### config.mk
export PLATFORM = sky130hd
export DESIGN_NAME = isl_cell
export DESIGN_NICKNAME = d
export VERILOG_FILES = /design/src/hw/rtl/indexed_shifting_list_macros.svh /design/src/hw/rtl/isl_pkg.sv /design/src/hw/rtl/isl_cell.sv
export SDC_FILE = /design/constraint.sdc
export NUM_CORES = 1
export LEC_CHECK = 0
export ABC_AREA = 1
export BUFFER_PORTS_ARGS = -buffer_cell sky130_fd_sc_hd__clkbuf_2
export CORE_ASPECT_RATIO = 1.4
export CORE_UTILIZATION = 36
export CTS_BUF_LIST = sky130_fd_sc_hd__clkbuf_4 sky130_fd_sc_hd__clkbuf_8
export DETAILED_ROUTE_END_ITERATION = 16
export GPL_TIMING_DRIVEN = 0
export PLACE_DENSITY = 0.82
export SYNTH_ARGS = -nofsm -noshare
export SYNTH_HDL_FRONTEND = slang
export SYNTH_SLANG_ARGS = --single-unit
### constraint.sdc
create_clock -name clock -period 2.2 [get_ports clock]
set_clock_uncertainty 0.05 [all_clocks]
set_input_delay 0.33 -clock clock [delete_from_list [all_inputs] [get_ports clock]]
set_output_delay 0.33 -clock clock [all_outputs]
set_load 0.005 [all_outputs]
### src/hw/rtl/indexed_shifting_list_macros.svh
// assertion helpers for the indexed shifting list
// all of them sample on clock and are quiet while reset is high
`ifndef INDEXED_SHIFTING_LIST_MACROS_SVH
`define INDEXED_SHIFTING_LIST_MACROS_SVH

// condition holds in the same cycle as the trigger
`define ISL_ASSERT_SAME(lbl, ante, cons, msg) \
   lbl: assert property (@(posedge clock) disable iff (reset) (ante) |-> (cons)) \
      else $error(msg);

// condition holds in the cycle after the trigger
`define ISL_ASSERT_NEXT(lbl, ante, cons, msg) \
   lbl: assert property (@(posedge clock) disable iff (reset) (ante) |=> (cons)) \
      else $error(msg);

`endif

### src/hw/rtl/isl_pkg.sv
package isl_pkg;

   // fixed field widths of the item ports
   localparam int MODE_W  = 3;
   localparam int IDX_W   = 6;
   localparam int DATA_W  = 32;
   localparam int COUNT_W = 7;
   localparam int STAT_W  = 2;
   localparam int WIDE_W  = 64;

   // request modes
   localparam logic [MODE_W-1:0] MODE_APPEND = 3'd0;
   localparam logic [MODE_W-1:0] MODE_READ   = 3'd1;
   localparam logic [MODE_W-1:0] MODE_WRITE  = 3'd2;
   localparam logic [MODE_W-1:0] MODE_INSERT = 3'd3;
   localparam logic [MODE_W-1:0] MODE_REMOVE = 3'd4;

   // result status codes
   localparam logic [STAT_W-1:0] ST_DONE  = 2'd0;
   localparam logic [STAT_W-1:0] ST_RANGE = 2'd1;
   localparam logic [STAT_W-1:0] ST_FULL  = 2'd2;

   typedef struct packed {
      logic [MODE_W-1:0] mode;
      logic [IDX_W-1:0]  index;
      logic [DATA_W-1:0] item_word;
   } req_type;

   typedef struct packed {
      logic [DATA_W-1:0]  read_word;
      logic [COUNT_W-1:0] entry_count;
      logic               empty_res;
      logic [STAT_W-1:0]  status;
   } rsp_type;

   // what every cell does at the accepting edge
   typedef enum logic [2:0] {
      CK_HOLD,
      CK_APPEND,
      CK_WRITE,
      CK_INSERT,
      CK_REMOVE
   } cell_kind_type;

   typedef struct packed {
      cell_kind_type    kind;
      logic             rd_en;
      logic [IDX_W-1:0] index;
   } cell_op_type;

endpackage

### src/hw/rtl/isl_cell.sv
module isl_cell #(
   parameter int WORD_WIDTH = 32,
   parameter int CNT_W      = 7,
   parameter int POS        = 0
) (
   input  logic                   clock,
   input  isl_pkg::cell_op_type   op,
   input  logic [CNT_W-1:0]       op_count,
   input  logic [WORD_WIDTH-1:0]  load_word,
   input  logic [WORD_WIDTH-1:0]  lower_word,
   input  logic [WORD_WIDTH-1:0]  upper_word,
   output logic [WORD_WIDTH-1:0]  word_q,
   output logic [WORD_WIDTH-1:0]  read_word
);

   logic [WORD_WIDTH-1:0] word_ff;
   logic [WORD_WIDTH-1:0] word_in;
   logic                  hit;
   logic                  above;
   logic [31:0]           idx_ext;
   logic [31:0]           cnt_ext;

   assign idx_ext = 32'(op.index);
   assign cnt_ext = 32'(op_count);
   assign hit     = (idx_ext == 32'(POS));
   assign above   = (idx_ext < 32'(POS));

   // own update: load, take from a neighbor, or keep
   always_comb begin
      word_in = word_ff;
      unique case (op.kind)
         isl_pkg::CK_APPEND: begin
            if (cnt_ext == 32'(POS)) word_in = load_word;
         end
         isl_pkg::CK_WRITE: begin
            if (hit) word_in = load_word;
         end
         isl_pkg::CK_INSERT: begin
            if (hit) word_in = load_word;
            else if (above && (32'(POS) <= cnt_ext)) word_in = lower_word;
         end
         isl_pkg::CK_REMOVE: begin
            if ((hit || above) && (32'(POS) + 32'd1 < cnt_ext)) word_in = upper_word;
         end
         default: word_in = word_ff;
      endcase
   end

   always_ff @(posedge clock) begin
      word_ff <= word_in;
   end

   assign word_q    = word_ff;
   // only the addressed cell puts its word on the read tree
   assign read_word = (op.rd_en && hit) ? word_ff : '0;

endmodule

==> flow_metrics.py <==
metrics = {
    "routing": {
        "drtIter0Drc": 44,
        "wl_per_cell_um": 11.1,
        "drc": 0,
        "firstDrtPassIters": 4,
        "vias_per_cell": 4.32,
        "postRouteAntennaNets": 0,
        "finalWirelength_um": 4850,
        "vias": 1885,
    },
    "place": {
        "dpl_cell_area_um2": 2540,
        "dp_hpwl_um": 3970,
        "io_buffers": 145,
        "dp_slack_ns": -0.257,
        "place_congestion": 0.803,
    },
    "die": {
        "die_area_um2": 5110,
        "io_pins": 178,
        "die_w_um": 60.7,
        "start_util": 0.380,
        "rows": 29,
        "core_um2": 4570,
        "die_y_um": 84.2,
    },
    "power": {
        "ir_drop_uv": 268,
        "p_leak_uw": 0.00156,
        "powerDensity_nw_per_um2": 481,
    },
    "critical_path": {
        "worstPathMaxFanout": 10,
        "critPathKind": "input port to output port",
        "critPathRequiredTime_ns": 1.82,
        "crit_arrival_ns": 1.42,
        "end_kind": "output port",
        "crit_path_start_kind": "input port",
    },
    "timing": {
        "hold_violations": 0,
        "period_share": 0.819,
        "fin_ws_ns": 0.399,
        "max_freq_mhz": 555,
        "fin_crit_ns": 1.80,
        "slew_headroom": 0.493,
        "worst_slew_pin_slew_ns": 0.758,
        "setup-violations-final": 0,
        "slew_violations": 0,
        "timing.setup.tns_ns": 0,
        "rsz0062_at_grt": "false",
    },
    "layout": {
        "final_core_util": 0.574,
        "largest_register_ffs": 32,
        "num-nets-final": 488,
        "design_area_um2": 2620,
        "area_delta_synth_final_pct": 51.1,
        "drive_above_1_share": 0.441,
        "num_antenna_cells": 0,
    },
    "logic_synthesis": {
        "synth_area_um2": 1740,
        "yosys_warnings": 0,
        "ys_types": 14,
        "synth_nets": 336,
        "yosys-top-cells-area": "edfxtp_1 55%, nand2_1 22%, nor2_1 8.2%",
        "yosysSeqAreaShare": 0.553,
        "syn-instance-count": 222,
        "synth_largest_area_cell": "edfxtp_1",
        "synth_top_area_share": 0.553,
        "ys_seq_elements": 32,
        "syn_area_per_cell_um2": 7.82,
    },
    "clocking": {
        "clk_pin_slew_ns": 0.07,
        "cts_buffer_depth": 2,
        "cts-resized-gates": 0,
        "cts_root_buffer": "clkbuf_8",
        "cts.sinks": 32,
        "cts_setup_buffers": 0,
        "cts_tree": "yes",
        "ctsHtreeMaxLevel": 2,
        "cts.hold.buffers_added": 0,
        "cts_buffers": 5,
    },
    "global_route": {
        "busiest_layer": "met2",
        "first_global_vias": 1736,
        "grt_overflow": 0,
        "globalRouteTotalUtil": 0.192,
        "grt_pass1_wl_um": 7270,
        "gr-usage-met2": 0.364,
        "grt_max_degree": 33,
        "grt_antenna_before_repair": 0,
        "use_met3": 0.0416,
        "use_met1": 0.187,
    },
    "hold_path": {
        "holdCritPathClass": "input port to register",
    },
    "status": {
        "status": "finished clean",
    },
    "run": {
        "drv_cap": 0,
    },
}
[cells in the mapped netlist (all sizes together)]
| cell type | count |
|---|---|
| nand3 | 1 |
| nand2 | 102 |
| buf | 9 |
| nor3b | 1 |
| inv | 35 |
| nor3 | 1 |
| nand4 | 1 |
| nor2 | 38 |
| edfxtp | 32 |
| and3 | 1 |
| or2 | 1 |
[layout make-up]
type	instances	area, µm²
Multi-Input combinational cell	146	576
Fill cell	454	1950
Tap cell	62	77.6
Inverter	35	131
Timing Repair Buffer	145	726
Sequential cell	32	961
Clock inverter	1	5.00
Clock buffer	6	76.3
Buffer	9	71.3
[cells by family (layout without fill, tap and decap cells)]
logic type	Yosys count	in the layout	synth area share
AND/OR/NAND/NOR	146	146	0.330
buffers and inverters	44	196	0.117
flip-flops	32	32	0.553
[stage by stage]
step	hold WS (ns)	cells	power [µW]
2_1_floorplan	0.459	222	757
3_3_place_gp	0.546	429	845
3_5_place_dp	0.548	429	850
4_1_cts	0.257	436	1280
5_1_grt	0.261	436	1320
6_report	0.265	436	1260
[worst paths after layout]
path / startpoint / endpoint / slack (ns) / cells after the start
worst max-delay path: op[3] / read_word[29] / 0.40 / 7
worst min-delay path: load_word[16] / word_q[16]$_DFFE_PP_ / 0.27 / 3
[layout by cell type (no fill, tap or decap)]
cell type and n:
clkbuf_2 145, nand2_1 101, nand3_1 1, buf_4 3, inv_2 1, nand4_1 1
clkbuf_8 5, nand2_2 1, nor3b_1 1, buf_2 3, or2_2 1, edfxtp_1 32
and3_1 1, clkinv_2 1, clkbuf_4 1, nor2_1 38, nor3_4 1, buf_6 3
inv_1 34
[routing by layer]
layer	up-vias	wire [µm]
li1	965	-
met1	804	1740
met2	105	2660
met3	11	337
met4	0	109
met5	-	0
[power breakdown]
| part | switching [µW] | total [µW] | internal, µW |
|---|---|---|---|
| clock | 199 | 425 | 227 |
| sequential | 2.15 | 682 | 680 |
| combinational | 70.7 | 154 | 82.9 |
| total | 271 | 1260 | 990 |
[worst max-delay path, stage by stage]
cell and delay (ns):
clkbuf_2 0.08, nor2_1 0.13, and3_1 0.20, nand2_1 0.17
buf_2 0.24, nor2_1 0.14, clkbuf_2 0.14
Note: power is estimated with default switching activity, not from simulation.
